===== src/rtl/core/multi_axis_dds_step_generator_defines.svh =====
// Assertion macros shared by the step generator RTL.
`ifndef MULTI_AXIS_DDS_STEP_GENERATOR_DEFINES_SVH
`define MULTI_AXIS_DDS_STEP_GENERATOR_DEFINES_SVH

// Check that cons holds in the same cycle as ante.
`define MADS_ASSERT_SAME(label, clk, rst_n, ante, cons, msg) \
  label: assert property (@(posedge clk) disable iff (!rst_n) (ante) |-> (cons)) \
    else $error(msg);

// Check that cons holds in the cycle after ante.
`define MADS_ASSERT_NEXT(label, clk, rst_n, ante, cons, msg) \
  label: assert property (@(posedge clk) disable iff (!rst_n) (ante) |=> (cons)) \
    else $error(msg);

`endif


===== src/rtl/core/mads_pkg.sv =====
// Shared constants and types of the step generator.
package mads_pkg;

  localparam int ACC_W        = 32;
  localparam int CMD_W        = 32;
  localparam int SCALE_W      = 24;
  localparam int FRAC_W       = 16;
  localparam int PROD_W       = CMD_W + SCALE_W;
  localparam int FIELD_JOINTS = 6;
  localparam int MASK_W       = FIELD_JOINTS;
  localparam int IN_BITS      = MASK_W + FIELD_JOINTS * CMD_W;
  localparam int IN_W         = ((IN_BITS + 7) / 8) * 8;
  localparam int OUT_BITS     = 2 * FIELD_JOINTS + FIELD_JOINTS * ACC_W;
  localparam int OUT_W        = ((OUT_BITS + 7) / 8) * 8;

  localparam int DEF_NUM_JOINTS = 6;
  localparam int DEF_STEP_BIT   = 22;

  localparam logic [SCALE_W-1:0] SCALE_RESET = SCALE_W'(6871948);

  typedef struct packed {
    logic load;
    logic fire;
    logic make;
  } lane_ctl_t;

endpackage


===== src/rtl/core/mads_lane.sv =====
// One joint: registered command scaling, phase accumulator and step detection.
module mads_lane #(
  parameter int STEP_BIT = mads_pkg::DEF_STEP_BIT
) (
  input  logic                        clk,
  input  logic                        rst_n,
  input  mads_pkg::lane_ctl_t         ctl,
  input  logic [mads_pkg::SCALE_W-1:0] scale,
  input  logic [mads_pkg::CMD_W-1:0]  cmd,
  input  logic                        en,
  output logic                        step_hit,
  output logic                        dir,
  output logic [mads_pkg::ACC_W-1:0]  feedback
);
  import mads_pkg::*;

  logic              neg_r;
  logic              en_r;
  logic [PROD_W-1:0] prod_r;
  logic [CMD_W-1:0]  mag;
  logic [PROD_W-1:0] prod_nxt;

  logic [ACC_W-1:0]  acc_r;
  logic [ACC_W-1:0]  fb_r;
  logic              dir_r;

  logic [PROD_W-FRAC_W-1:0] quot;
  logic [ACC_W-1:0]         add;
  logic [ACC_W-1:0]         sum;
  logic                     toggle;
  logic                     upd;

  assign mag      = cmd[CMD_W-1] ? (~cmd + CMD_W'(1)) : cmd;
  assign prod_nxt = PROD_W'(mag) * PROD_W'(scale);

  always_ff @(posedge clk) begin
    if (ctl.load) begin
      neg_r  <= cmd[CMD_W-1];
      en_r   <= en;
      prod_r <= prod_nxt;
    end
  end

  assign quot = prod_r[PROD_W-1:FRAC_W];

  always_comb begin
    if (!neg_r) begin
      add = (|quot[PROD_W-FRAC_W-1:ACC_W-1]) ? {1'b0, {(ACC_W-1){1'b1}}} : quot[ACC_W-1:0];
    end else begin
      add = (|quot[PROD_W-FRAC_W-1:ACC_W-1]) ? {1'b1, {(ACC_W-1){1'b0}}}
                                             : (~quot[ACC_W-1:0] + ACC_W'(1));
    end
  end

  assign sum      = acc_r + add;
  assign toggle   = acc_r[STEP_BIT] ^ sum[STEP_BIT];
  assign upd      = ctl.fire && ctl.make && en_r;
  assign step_hit = upd && toggle;

  always_ff @(posedge clk) begin
    if (!rst_n) begin
      acc_r <= '0;
      fb_r  <= '0;
      dir_r <= 1'b0;
    end else if (upd) begin
      acc_r <= sum;
      if (toggle) begin
        fb_r  <= sum;
        dir_r <= (add != '0) && !add[ACC_W-1];
      end
    end
  end

  assign dir      = dir_r;
  assign feedback = fb_r;

endmodule


===== config.mk =====
export PLATFORM = sky130hd
export DESIGN_NAME = mads_lane
export DESIGN_NICKNAME = d
export VERILOG_FILES = /design/src/rtl/core/multi_axis_dds_step_generator_defines.svh /design/src/rtl/core/mads_pkg.sv /design/src/rtl/core/mads_lane.sv
export SDC_FILE = /design/constraint.sdc
export NUM_CORES = 2
export LEC_CHECK = 0
export BUFFER_PORTS_ARGS = -buffer_cell sky130_fd_sc_hd__clkbuf_2
export CORE_UTILIZATION = 50
export CTS_CLUSTER_SIZE = 20
export DETAILED_ROUTE_END_ITERATION = 12
export PLACE_DENSITY = 0.69
export SLEW_MARGIN = 10
export SYNTH_ARGS = -nofsm -noshare
export SYNTH_HDL_FRONTEND = slang
export SYNTH_SLANG_ARGS = --single-unit

===== constraint.sdc =====
create_clock -name clk -period 9.3 [get_ports clk]
set_clock_uncertainty 0.1 [all_clocks]
set_input_delay 0 -clock clk [delete_from_list [all_inputs] [get_ports clk]]
set_output_delay 0 -clock clk [all_outputs]
set_load 0.01 [all_outputs]

Word-level counts from Yosys, hierarchy flattened
Index checks and enable logic that the tools add are counted.

Reduce and logical (&&, ||, !) cells: 8. $add $sub $neg: 3. Bitwise logic cells: 3. Muxes and demuxes: 4. Multiply operators: 1.

Operators by type and width (count): 32-bit two-way mux (4); 32-bit by 1-bit adder with 32-bit output (second input constant) (2); 32-bit inverter (2); 32-bit by 24-bit multiplier with 56-bit output (1); 32-bit adder (1); 32-bit nonzero test (1); 9-bit OR reduction (1); 1-bit logical AND (4); 2-bit AND reduction (1); 1-bit zero test (1); 1-bit bitwise XOR (1).

Word-level logic and storage cells: 25. Register bits after elaboration: 123. Output and inout bits: 34. Input port bits: 62.

Depth between registers and ports, before layout
Depth in word-level cells: 7. Depth in mapped cells: 37. Mapped depth without buffers: 34.

Worst setup path after synthesis
No wires, ideal clock.

Kind: input to register. Start point: input cmd[3] (netlist name). End point: register prod_r[48], data pin. Stages: 29. Data arrival time: 8.476 ns. Path buffers: 1. Setup time: 0.265 ns. Setup slack: 0.459 ns. Data required time: 8.935 ns. Cell sequence: or4_1 -> or4_1 -> or3b_1 -> o31ai_1 -> xnor2_1 -> clkbuf_1 -> and2_1 -> fa_1 -> fa_1 -> inv_1 -> fa_1 -> fa_1 -> fa_1 -> inv_1 -> fa_1 -> inv_1 -> fa_1 -> inv_1 -> ha_1 -> a21o_1 -> a21o_1 -> a21o_1 -> a211oi_1 -> o21ai_0 -> o31ai_1 -> o21ai_0 -> a21boi_0 -> o21ai_0 -> xor2_1.

Longest elaborated chain between the ends: 4.

RTL lines: from (decl) (RTL line mads_lane.sv:9) `input logic [mads_pkg::CMD_W-1:0] cmd,`; 32-bit inverter (RTL line mads_lane.sv:33) `assign mag = cmd[CMD_W-1] ? (~cmd + CMD_W'(1)) : cmd;`; 32-bit by 1-bit adder with 32-bit output (RTL line mads_lane.sv:33); 32-bit two-way mux * (RTL line mads_lane.sv:33); 32-bit by 24-bit multiplier with 56-bit output * (RTL line mads_lane.sv:34) `assign prod_nxt = PROD_W'(mag) * PROD_W'(scale);`; named net prod_nxt[48] (RTL line mads_lane.sv:21) `logic [PROD_W-1:0] prod_nxt;`; to (signal assigned) (RTL line mads_lane.sv:40) `prod_r <= prod_nxt;`; to (decl) (RTL line mads_lane.sv:19) `logic [PROD_W-1:0] prod_r;`.

The timed path passes the listed nets; every way through them passes the cells marked *. A chain may end at the register's enable or synchronous reset.

Final worst setup path
Start point: input cmd[3] (netlist name). End point: register prod_r[53], data pin.

Same word-level chain as after synthesis.

==> impl_metrics.env <==
export IMPL_syn_inst=3564
export IMPL_async_flop_share=0
export IMPL_vias=23800
export IMPL_synth_largest_area_cell="fa_1"
export IMPL_synthTopCellsByArea="fa_1 (42%), inv_1 (9.0%), ha_1 (8.5%), and2_1 (7.4%), nand2_1 (6.4%)"
export IMPL_synth_cell_type_count=70
export IMPL_max_clock_freq_mhz=112
export IMPL_numClockSinks=107
export IMPL_min_path_cells=5
export IMPL_grtUsageMet3=0.0336
export IMPL_syn_area_per_cell_um2=8.76
export IMPL_grt_usage=0.262
export IMPL_place_gp_congestion=0.922
export IMPL_first_pass_iters=5
export IMPL_hold_viol_final=0
export IMPL_die_x_um=252
export IMPL_hp_class="in2reg"
export IMPL_drive_gt1_frac=0.0712
export IMPL_placed_cells=4387
export IMPL_yosys_warnings=0
export IMPL_yosysMostFrequentCell="inv_1"
export IMPL_synth_ff_type="dfxtp_1"
export IMPL_die_h_um=252
export IMPL_endpoint="prod_r[53]"
export IMPL_cts_tree="built"
export IMPL_h_tree_depth=3
export IMPL_rr_worst_depth=15
export IMPL_io_buffers=95
export IMPL_drt_antenna_violating_nets=0
export IMPL_synthTopCellsByCount="inv_1 (745), fa_1 (658), nand2_1 (533), and2_1 (370), ha_1 (211)"
export IMPL_cts_buffer_depth=2
export IMPL_rows=91
export IMPL_ys_seq_area_frac=0.0820
export IMPL_route_detailed_drc=0
export IMPL_antenna_found_initial=0
export IMPL_fin_setup_tns_ns=0
export IMPL_grt_first_pass_wirelength_mm=132
export IMPL_max_stage_delay_ns=0.65
export IMPL_startpoint_type="input port"
export IMPL_met1_usage=0.390
export IMPL_grt_max_degree=69
export IMPL_drt_wl_total_mm=79.9
export IMPL_crit_slowest_cell="fa_1"
export IMPL_vias_per_cell=5.40
export IMPL_met2_usage=0.411
export IMPL_maxSlewViolCount=0
export IMPL_clk_pin_slew_worst_paths_ns=0.07
export IMPL_diodes=0
export IMPL_cts_root_buf="clkbuf_16"
export IMPL_reg2reg_slack_ns=3.01
export IMPL_ys_ff_latch=107
export IMPL_fp_dieArea_um2=63500
export IMPL_outcome="finished clean"
export IMPL_final_nets=4495
export IMPL_crit_arrival_ns=8.91
export IMPL_finalCriticalPeriod_ns=8.90
export IMPL_floorplan_initialDensity=0.506
export IMPL_synth_top_area_frac=0.422
export IMPL_clkLatencyLatePin_ns=0.36
export IMPL_synth_edf_count=42
export IMPL_first_global_vias=24500
export IMPL_finalSetupViolCount=0
export IMPL_r2r_start="prod_r[51]"
export IMPL_post_route_util=0.540
export IMPL_drt_iter0_drc=1682
export IMPL_grt_busiest_layer="met2"
export IMPL_crit_required_ns=9.31
export IMPL_globalRoute_totalOverflow=0
export IMPL_max_cap_violations=0
export IMPL_finalCritPeriodShare=0.957
export IMPL_synthesis_nets=4495
export IMPL_syn_area_um2=31200
export IMPL_hpwl_mm=64.1
export IMPL_cts_made_buffers=9
export IMPL_cpMostUsedCell="fa_1"
export IMPL_worstMarginPinSlew_ns=1.16
export IMPL_fill_cells=5700
export IMPL_path_class="in2reg"
export IMPL_crit_start="cmd[3]"
export IMPL_worstPathMaxFanout=13
export IMPL_max_slew_margin_rel=0.229
export IMPL_num_io_pins=96
export IMPL_area_delta_synth_final_pct=6.77
export IMPL_finalNonFillerCells=4406
export IMPL_post_drt_wl_per_cell_um=18.1
export IMPL_endpoint_kind="flop"
export IMPL_r2r_end="acc_r[27]"
export IMPL_core_um2=61700
-- worst min path at each step --
stage	start	slack (ns)	to
after floorplan	en	-0.001	en_r
after global placement	en	0.08	en_r
after detailed placement	en	0.08	en_r
after CTS	ctl[0]	0.16	acc_r[9]
after global routing	ctl[0]	0.21	acc_r[17]
final	ctl[0]	0.16	acc_r[25]
-- layout by cell type (no fill, tap or decap), types with 7 or more instances in the layout --
cell | synthesis | final
nand2b_1 | 10 | 10
o311ai_0 | 19 | 19
or2_2 | 7 | 7
clkbuf_16 | 0 | 11
nor2b_1 | 20 | 20
o31ai_1 | 16 | 12
xor2_1 | 25 | 25
xnor2_1 | 80 | 51
o21bai_1 | 9 | 9
edfxtp_1 | 42 | 42
or4_1 | 10 | 10
fa_1 | 658 | 658
xnor2_2 | 0 | 25
o21ai_0 | 82 | 78
nor3_1 | 27 | 27
dfxtp_1 | 65 | 65
inv_1 | 745 | 745
and3_1 | 12 | 12
nor2_1 | 76 | 76
or3_1 | 18 | 17
a221o_1 | 8 | 8
nand3_1 | 22 | 22
a21o_1 | 59 | 59
o22ai_1 | 7 | 7
ha_1 | 211 | 211
nand2_1 | 533 | 533
nand4_1 | 15 | 15
a21oi_1 | 72 | 72
a21boi_0 | 50 | 50
clkbuf_2 | 0 | 95
and2_1 | 370 | 370
buf_4 | 0 | 78
nor4_1 | 9 | 9
a211oi_1 | 13 | 13
-- metrics by stage --
step	cell area, um^2	hold WS [ns]	setup slack [ns]
floorplan	31200	-0.00113	0.459
global placement	32900	0.0825	-0.0236
detailed placement	32900	0.0835	-0.157
CTS	33200	0.157	0.178
global route	33300	0.209	-0.00394
finish	33300	0.157	0.398
-- cell type report --
cell class | instances | area [um^2] | area share
Timing Repair Buffer | 176 | 1100 | 0.0331
Clock inverter | 4 | 25.0 | 0.000750
Sequential cell | 107 | 2560 | 0.0768
Multi-Input combinational cell | 2524 | 25500 | 0.765
Inverter | 746 | 2800 | 0.0840
Clock buffer | 12 | 289 | 0.00867
Tap cell | 837 | 1050 | 0.0314
-- cell families (layout without fill, tap and decap cells) --
kind of cell / count (synthesis) / count (layout) / share of synthesized area
AND/OR/NAND/NOR: 1157 / 1157 / 0.184
buffers and inverters: 933 / 938 / 0.112
adder cells (fa/ha/maj): 869 / 869 / 0.506
AO/OA/AOI/OAI: 389 / 389 / 0.0840
flip-flops: 107 / 107 / 0.0820
XOR/XNOR: 106 / 106 / 0.0302
multiplexers: 3 / 3 / 0.000961
-- state kept, by name, indices dropped and copies added (netlist names) --
name and flops:
feedback 32, acc_r 32, prod_r 40, neg_r 1
dir 1, en_r 1
-- routing by layer --
metal  part of all wire  vias up
met5                  0        -
met4              0.016        0
met3              0.075       90
met2               0.46      874
met1               0.45    12000
li1                   -    10800
-- timing repair --
item,in CTS,in global routing
setup endpoints to repair,0,15
hold endpoints to repair,1,0
hold buffers,1,0
resized for setup,0,22
buffers inserted,0,2
-- worst max-delay path, delay by kind of cell --
kind | cells | cell delay (ns)
simple gates | 5 | 1.79
compound gates | 9 | 2.13
xor+xnor | 2 | 0.21
buf+inv | 8 | 0.88
fa+ha+maj | 8 | 3.90
Power is not shown: default switching activity piles up to over one toggle a cycle in this logic, so the estimate is an artifact.
