## config.mk

```make
export PLATFORM = sky130hd
export DESIGN_NAME = mads_merge
export DESIGN_NICKNAME = d
export VERILOG_FILES = /design/src/rtl/core/multi_axis_dds_step_generator_defines.svh /design/src/rtl/core/mads_pkg.sv /design/src/rtl/core/mads_merge.sv
export SDC_FILE = /design/constraint.sdc
export NUM_CORES = 1
export LEC_CHECK = 0
export BUFFER_PORTS_ARGS = -buffer_cell sky130_fd_sc_hd__buf_2
export CAP_MARGIN = 20
export CELL_PAD_IN_SITES_DETAIL_PLACEMENT = 1
export CELL_PAD_IN_SITES_GLOBAL_PLACEMENT = 1
export CORE_AREA = 4 4 162 164
export CTS_CLUSTER_SIZE = 28
export DETAILED_ROUTE_END_ITERATION = 12
export DIE_AREA = 0 0 166 168
export HOLD_SLACK_MARGIN = 0.06
export MAX_ROUTING_LAYER = met4
export PLACE_DENSITY = 0.58
export SLEW_MARGIN = 30
export SYNTH_ARGS = -nofsm -noshare
export SYNTH_HDL_FRONTEND = slang
export SYNTH_SLANG_ARGS = --single-unit
```

## constraint.sdc

```tcl
create_clock -name clk -period 1.8 [get_ports clk]
set_clock_uncertainty 0.15 [all_clocks]
set_input_delay 0.09 -clock clk [delete_from_list [all_inputs] [get_ports clk]]
set_output_delay 0.09 -clock clk [all_outputs]
set_load 0.02 [all_outputs]
```

## src/rtl/core/multi_axis_dds_step_generator_defines.svh

```systemverilog
// Assertion macros shared by the step generator RTL.
`ifndef MULTI_AXIS_DDS_STEP_GENERATOR_DEFINES_SVH
`define MULTI_AXIS_DDS_STEP_GENERATOR_DEFINES_SVH

// Check that cons holds in the same cycle as ante.
`define MADS_ASSERT_SAME(label, clk, rst_n, ante, cons, msg) \
  label: assert property (@(posedge clk) disable iff (!rst_n) (ante) |-> (cons)) \
    else $error(msg);

// Check that cons holds in the cycle after ante.
`define MADS_ASSERT_NEXT(label, clk, rst_n, ante, cons, msg) \
  label: assert property (@(posedge clk) disable iff (!rst_n) (ante) |=> (cons)) \
    else $error(msg);

`endif

```

## src/rtl/core/mads_pkg.sv

```systemverilog
// Shared constants and types of the step generator.
package mads_pkg;

  localparam int ACC_W        = 32;
  localparam int CMD_W        = 32;
  localparam int SCALE_W      = 24;
  localparam int FRAC_W       = 16;
  localparam int PROD_W       = CMD_W + SCALE_W;
  localparam int FIELD_JOINTS = 6;
  localparam int MASK_W       = FIELD_JOINTS;
  localparam int IN_BITS      = MASK_W + FIELD_JOINTS * CMD_W;
  localparam int IN_W         = ((IN_BITS + 7) / 8) * 8;
  localparam int OUT_BITS     = 2 * FIELD_JOINTS + FIELD_JOINTS * ACC_W;
  localparam int OUT_W        = ((OUT_BITS + 7) / 8) * 8;

  localparam int DEF_NUM_JOINTS = 6;
  localparam int DEF_STEP_BIT   = 22;

  localparam logic [SCALE_W-1:0] SCALE_RESET = SCALE_W'(6871948);

  typedef struct packed {
    logic load;
    logic fire;
    logic make;
  } lane_ctl_t;

endpackage

```

## src/rtl/core/mads_merge.sv

```systemverilog
// Merge of lane results into step bits and the output beat.
module mads_merge #(
  parameter int NUM_JOINTS = mads_pkg::DEF_NUM_JOINTS
) (
  input  logic                                   clk,
  input  logic                                   rst_n,
  input  mads_pkg::lane_ctl_t                    ctl,
  input  logic                                   adv,
  input  logic                                   src_valid,
  input  logic [NUM_JOINTS-1:0]                  step_hits,
  input  logic [NUM_JOINTS-1:0]                  dirs,
  input  logic [NUM_JOINTS-1:0][mads_pkg::ACC_W-1:0] feedbacks,
  output logic                                   out_tvalid,
  output logic [mads_pkg::OUT_W-1:0]             out_tdata
);
  import mads_pkg::*;

  logic [NUM_JOINTS-1:0] step_r;
  logic [NUM_JOINTS-1:0] step_nxt;
  logic                  valid_r;

  logic [FIELD_JOINTS-1:0]            step_f;
  logic [FIELD_JOINTS-1:0]            dir_f;
  logic [FIELD_JOINTS-1:0][ACC_W-1:0] fb_f;

  assign step_nxt = ctl.make ? (step_r | step_hits) : '0;

  always_ff @(posedge clk) begin
    if (!rst_n) begin
      step_r  <= '0;
      valid_r <= 1'b0;
    end else begin
      if (ctl.fire) begin
        step_r <= step_nxt;
      end
      if (adv) begin
        valid_r <= src_valid;
      end
    end
  end

  always_comb begin
    for (int j = 0; j < FIELD_JOINTS; j++) begin
      if (j < NUM_JOINTS) begin
        step_f[j] = step_r[j];
        dir_f[j]  = dirs[j];
        fb_f[j]   = feedbacks[j];
      end else begin
        step_f[j] = 1'b0;
        dir_f[j]  = 1'b0;
        fb_f[j]   = '0;
      end
    end
  end

  assign out_tvalid = valid_r;
  assign out_tdata  = {{(OUT_W - OUT_BITS){1'b0}}, fb_f, dir_f, step_f};

endmodule

```

==> impl_metrics.py, run 1 <==
metrics = {
    "outcome": {
        "status": "aborted with a tool error",
        "haltStage": "4_1_cts",
        "tool.error": "[ERROR RSZ-0060] Max buffer count reached.",
    },
    "floorplan": {
        "io-pin-count": 420,
        "initial_core_util_pct": 7.09,
        "die_y_um": 168,
        "die_width_um": 166,
        "row_count": 58,
    },
    "cts": {
        "post_cts_buffers": 0,
        "cts_buffers": 3,
        "clock_sinks": 7,
        "cts_resized": 0,
        "clockBufferDepth": 2,
        "h-tree-depth": 1,
        "holdBufCountCts": 101,
        "cts-root-buf": "clkbuf_16",
    },
    "logic_synthesis": {
        "syn_area_um2": 1770,
        "ys_seq_area_share_pct": 7.94,
        "synth_warnings": 0,
        "synth.avg_cell_area_um2": 7.85,
        "synth.distinct_cells": 8,
        "ys_ff_latch": 7,
        "syn_inst": 225,
    },
    "place": {
        "placedCellCount": 374,
        "io_buffers": 18,
        "hpwl_mm": 6.31,
        "gp_congestion": 0.590,
    },
}
==> cell families after synthesis <==
family | share of synthesized area, %
compound gates | 1.70
mux | 0.567
flops | 7.94
buf+inv | 85.9
other cells | 0.212
simple gates | 3.69
==> cell usage after synthesis <==
master / number / share of area (%)
a21oi_1: 6 / 1.7
buf_4: 202 / 86
conb_1: 1 / 0.21
dfxtp_1: 7 / 7.9
mux2i_1: 1 / 0.57
nor2b_1: 1 / 0.35
nor2b_4: 1 / 0.78
nor3b_1: 6 / 2.6
==> through the flow <==
stage / setup WS [ps] / area, µm²
2_1_floorplan: 949 / 1780
3_5_place_dp: 959 / 763
3_3_place_gp: 958 / 763
==> inputs of run 2 (changes only) <==
--- a/config.mk
+++ b/config.mk
@@ -7,15 +7,10 @@
 export LEC_CHECK = 0
 export BUFFER_PORTS_ARGS = -buffer_cell sky130_fd_sc_hd__buf_2
 export CAP_MARGIN = 20
-export CELL_PAD_IN_SITES_DETAIL_PLACEMENT = 1
-export CELL_PAD_IN_SITES_GLOBAL_PLACEMENT = 1
 export CORE_AREA = 4 4 162 164
-export CTS_CLUSTER_SIZE = 28
 export DETAILED_ROUTE_END_ITERATION = 12
 export DIE_AREA = 0 0 166 168
-export HOLD_SLACK_MARGIN = 0.06
-export MAX_ROUTING_LAYER = met4
-export PLACE_DENSITY = 0.58
+export PLACE_DENSITY_LB_ADDON = 0.15
 export SLEW_MARGIN = 30
 export SYNTH_ARGS = -nofsm -noshare
 export SYNTH_HDL_FRONTEND = slang
==> impl_metrics.py, run 2 <==
metrics = {
    "setup_path": {
        "path_max_fanout": 1,
        "arrival_ps": 1460,
        "crit_path_end_kind": "flop",
        "max_stage_delay_ps": 560,
        "start_kind": "input port",
        "cp_cell_sequence": "dlygate4sd3_1, buf_2, mux2i_1, dlygate4sd3_1, nor2b_1",
        "critPathSlowestCell": "dlygate4sd3_1",
        "crit_top_cell": "dlygate4sd3_1",
        "worstPathRequired_ps": 1770,
        "rrSetupSlack_ps": 530,
        "crit_type": "input port to flop",
    },
    "sta": {
        "finalCritPeriodShare_pct": 82.4,
        "setup_viol_count_final": 0,
        "hold_viol": 0,
        "setup_tns_ps": 0,
        "fmax_mhz": 674,
        "finalCriticalPeriod_ps": 1480,
        "rsz0062_at_grt": "false",
        "drv_slew": 0,
    },
    "logic_synthesis": {
        "yosysTopAreaCellShare_pct": 85.9,
        "synth.distinct_cells": 8,
        "syn_area_um2": 1770,
        "synth_area_leader_cell": "buf_4",
        "synth_warnings": 0,
        "synth-edff-count": 0,
        "syn_inst": 225,
        "ys_ff_latch": 7,
        "synth.avg_cell_area_um2": 7.85,
        "yosysMostFrequentCell": "buf_4",
        "ys_seq_area_share_pct": 7.94,
        "async_flop_share_pct": 0,
        "synth_area_leaders": "buf_4 86%, dfxtp_1 7.9%, nor3b_1 2.6%",
        "synth_top_flop_cell": "dfxtp_1",
        "ys_top_cells_by_count": "202 x buf_4, 7 x dfxtp_1, 6 x a21oi_1, 6 x nor3b_1",
    },
    "global_routing": {
        "grt_pass1_vias": 718,
        "grt_first_pass_wirelength_mm": 5.46,
        "overflow": 0,
        "antenna_found_initial": 0,
        "grt_max_degree": 8,
        "grt_usage_pct": 2.84,
    },
    "floorplan": {
        "row_count": 58,
        "die_width_um": 166,
        "die_y_um": 168,
        "io-pin-count": 420,
        "coreArea_um2": 24900,
        "die_area_um2": 27900,
        "initial_core_util_pct": 7.09,
    },
    "pwr": {
        "ir_drop_mv": 0.634,
        "power_density_nw_per_um2": 709,
        "total_leakage_power_nw": 0.226,
    },
    "cts": {
        "cts-root-buf": "clkbuf_16",
        "h-tree-depth": 1,
        "insertion_delay_ps": 230,
        "cts_tree": "built",
        "cts_buffers": 3,
        "clockBufferDepth": 2,
        "post_cts_buffers": 0,
        "clk_pin_slew_worst_paths_ps": 40,
        "clock_sinks": 7,
    },
    "finish": {
        "fin_area_um2": 862,
        "nets": 262,
        "multi_input_area_um2": 120,
        "final_cell_mix": "18 x buf_2, 7 x dfxtp_1, 6 x a21oi_1, 6 x nor3b_1, 4 x conb_1",
        "mostFrequentLayoutCell": "buf_2",
        "largest_reg_flops": 6,
        "register_area_um2": 140,
        "diodes": 0,
        "drive_above_1_share_pct": 44.0,
        "post-route-util_pct": 3.46,
        "fill_cells": 2951,
        "syn_to_final_growth_pct": -51.2,
    },
    "detailed_routing": {
        "ant_nets": 0,
        "num_vias": 566,
        "drc": 0,
        "drtIter0Drc": 23,
        "dr.pass1.iters": 2,
        "drt_wl_total_mm": 4.41,
        "via_per_inst": 1.49,
        "routedWlPerCell_um": 11.6,
    },
    "outcome": {
        "status": "finished, final reports clean",
    },
    "place": {
        "dpl-instance-area_um2": 763,
        "gp_congestion": 0.519,
        "io_buffers": 18,
    },
    "min_path": {
        "min_path_type": "input port to flop",
    },
    "job": {
        "drv_cap": 0,
    },
}
[run 2: critical path: cells and delay by family]
kind / cells / cell delay, ps
AND/OR/NAND/NOR: 1 / 40
multiplexers: 1 / 110
buffers and inverters: 3 / 1210
[run 2: where the power goes]
group / internal (mW) / switching, mW
logic: 0.0286 / 0.0384
clock network: 0.294 / 0.0798
registers: 0.165 / 0.00505
total: 0.488 / 0.123
[run 2: layout make-up]
| class | instances | share of cell area [%] |
|---|---|---|
| Multi-Input combinational cell | 19 | 13.9 |
| Clock buffer | 4 | 9.14 |
| Timing Repair Buffer | 20 | 12.8 |
| Tap cell | 330 | 47.9 |
| Sequential cell | 7 | 16.3 |
[run 2: cells by family (layout without fill, tap and decap cells)]
family | after synthesis | count (layout) | share of synthesized area [%]
flops | 7 | 7 | 7.94
buf+inv | 202 | 24 | 85.9
other cells | 1 | 4 | 0.212
compound gates | 6 | 6 | 1.70
simple gates | 8 | 8 | 3.69
mux | 1 | 1 | 0.567
[run 2: repair_timing]
| action | in CTS | in global routing |
|---|---|---|
| resized for setup | 0 | 0 |
| endpoints found under the hold margin | 1 | 0 |
| hold buffers | 2 | 0 |
[run 2: stage by stage]
| stage | power [mW] | hold WS, ps | setup WS [ps] | std cells |
|---|---|---|---|---|
| 2_1_floorplan | 0.855 | 68.2 | 949 | 228 |
| 3_3_place_gp | 0.237 | 30.1 | 948 | 374 |
| 3_5_place_dp | 0.237 | 30.1 | 935 | 374 |
| 4_1_cts | 0.624 | 30.1 | 332 | 380 |
| 5_1_grt | 0.641 | 30.0 | 228 | 380 |
| 6_report | 0.611 | 24.8 | 316 | 380 |
[run 2: worst paths after layout]
path | endpoint | cells after the start | startpoint
worst min-delay path | out_tvalid | 2 | rst_n
worst min register to register | step_f[2] | 2 | step_f[2]
worst max-delay path | out_tvalid | 5 | src_valid
worst max register to register | out_tvalid | 3 | out_tvalid
[run 2: layer usage]
layer	vias to the layer above	GRT usage, %	share of wire (%)
met2	158	3.82	40
met3	94	3.90	32
met5	-	2.26	1.8
met4	4	5.38	19
li1	131	-	-
met1	179	0.454	7.2
Power figures use the tool's default switching activity.
==> inputs of run 3 (changes only) <==
--- a/config.mk
+++ b/config.mk
@@ -5,11 +5,12 @@
 export SDC_FILE = /design/constraint.sdc
 export NUM_CORES = 1
 export LEC_CHECK = 0
+export ABC_AREA = 1
 export BUFFER_PORTS_ARGS = -buffer_cell sky130_fd_sc_hd__buf_2
 export CAP_MARGIN = 20
-export CORE_AREA = 4 4 162 164
+export CORE_AREA = 4 4 161 163
 export DETAILED_ROUTE_END_ITERATION = 12
-export DIE_AREA = 0 0 166 168
+export DIE_AREA = 0 0 165 167
 export PLACE_DENSITY_LB_ADDON = 0.15
 export SLEW_MARGIN = 30
 export SYNTH_ARGS = -nofsm -noshare
==> constraint.sdc (replaced) <==
create_clock -name clk -period 1.22 [get_ports clk]
set_clock_uncertainty 0.15 [all_clocks]
set_input_delay 0.061 -clock clk [delete_from_list [all_inputs] [get_ports clk]]
set_output_delay 0.061 -clock clk [all_outputs]
set_load 0.02 [all_outputs]
==> impl_metrics.py, run 3 <==
metrics = {
    "outcome": {
        "status": "aborted with a tool error",
        "haltStage": "4_1_cts",
        "tool.error": "[ERROR RSZ-0060] Max buffer count reached.",
    },
    "place": {
        "dpl-instance-area_um2": 736,
        "gp_congestion": 0.604,
        "placedCellCount": 372,
        "io_buffers": 18,
        "hpwl_mm": 5.58,
    },
    "logic_synthesis": {
        "syn_inst": 229,
        "synth.avg_cell_area_um2": 7.62,
        "ys_seq_area_share_pct": 8.03,
        "synth.distinct_cells": 8,
        "synth_area_leader_cell": "buf_4",
        "async_flop_share_pct": 0,
        "ys_top_cells_by_count": "202 x buf_4, 8 x nor2_1, 7 x dfxtp_1, 6 x a21oi_1",
        "ys_ff_latch": 7,
        "synth-edff-count": 0,
        "yosysTopAreaCellShare_pct": 86.9,
        "syn_area_um2": 1750,
        "yosysMostFrequentCell": "buf_4",
        "synth_area_leaders": "buf_4 87%, dfxtp_1 8.0%, a21oi_1 1.7%",
        "synth_top_flop_cell": "dfxtp_1",
        "synth_warnings": 0,
    },
    "cts": {
        "holdBufCountCts": 101,
        "post_cts_buffers": 0,
        "cts-root-buf": "clkbuf_16",
        "h-tree-depth": 1,
        "cts_buffers": 3,
        "clockBufferDepth": 2,
        "cts_resized": 0,
        "clock_sinks": 7,
    },
    "floorplan": {
        "row_count": 57,
        "initial_core_util_pct": 7.18,
        "die_width_um": 165,
        "die_y_um": 167,
        "io-pin-count": 420,
    },
}
[run 3: kinds of logic after synthesis]
| group | after synthesis | synth area share, % |
|---|---|---|
| buffers and inverters | 204 | 87.3 |
| AOI/OAI and AO/OA | 7 | 2.01 |
| and+or+nand+nor | 10 | 2.44 |
| other | 1 | 0.215 |
| DFF | 7 | 8.03 |
[run 3: metrics by stage]
step / worst slack (ps) / hold WS [ps]
3_5_place_dp: 469 / -27.9
3_3_place_gp: 469 / -27.9
2_1_floorplan: 394 / 44.7
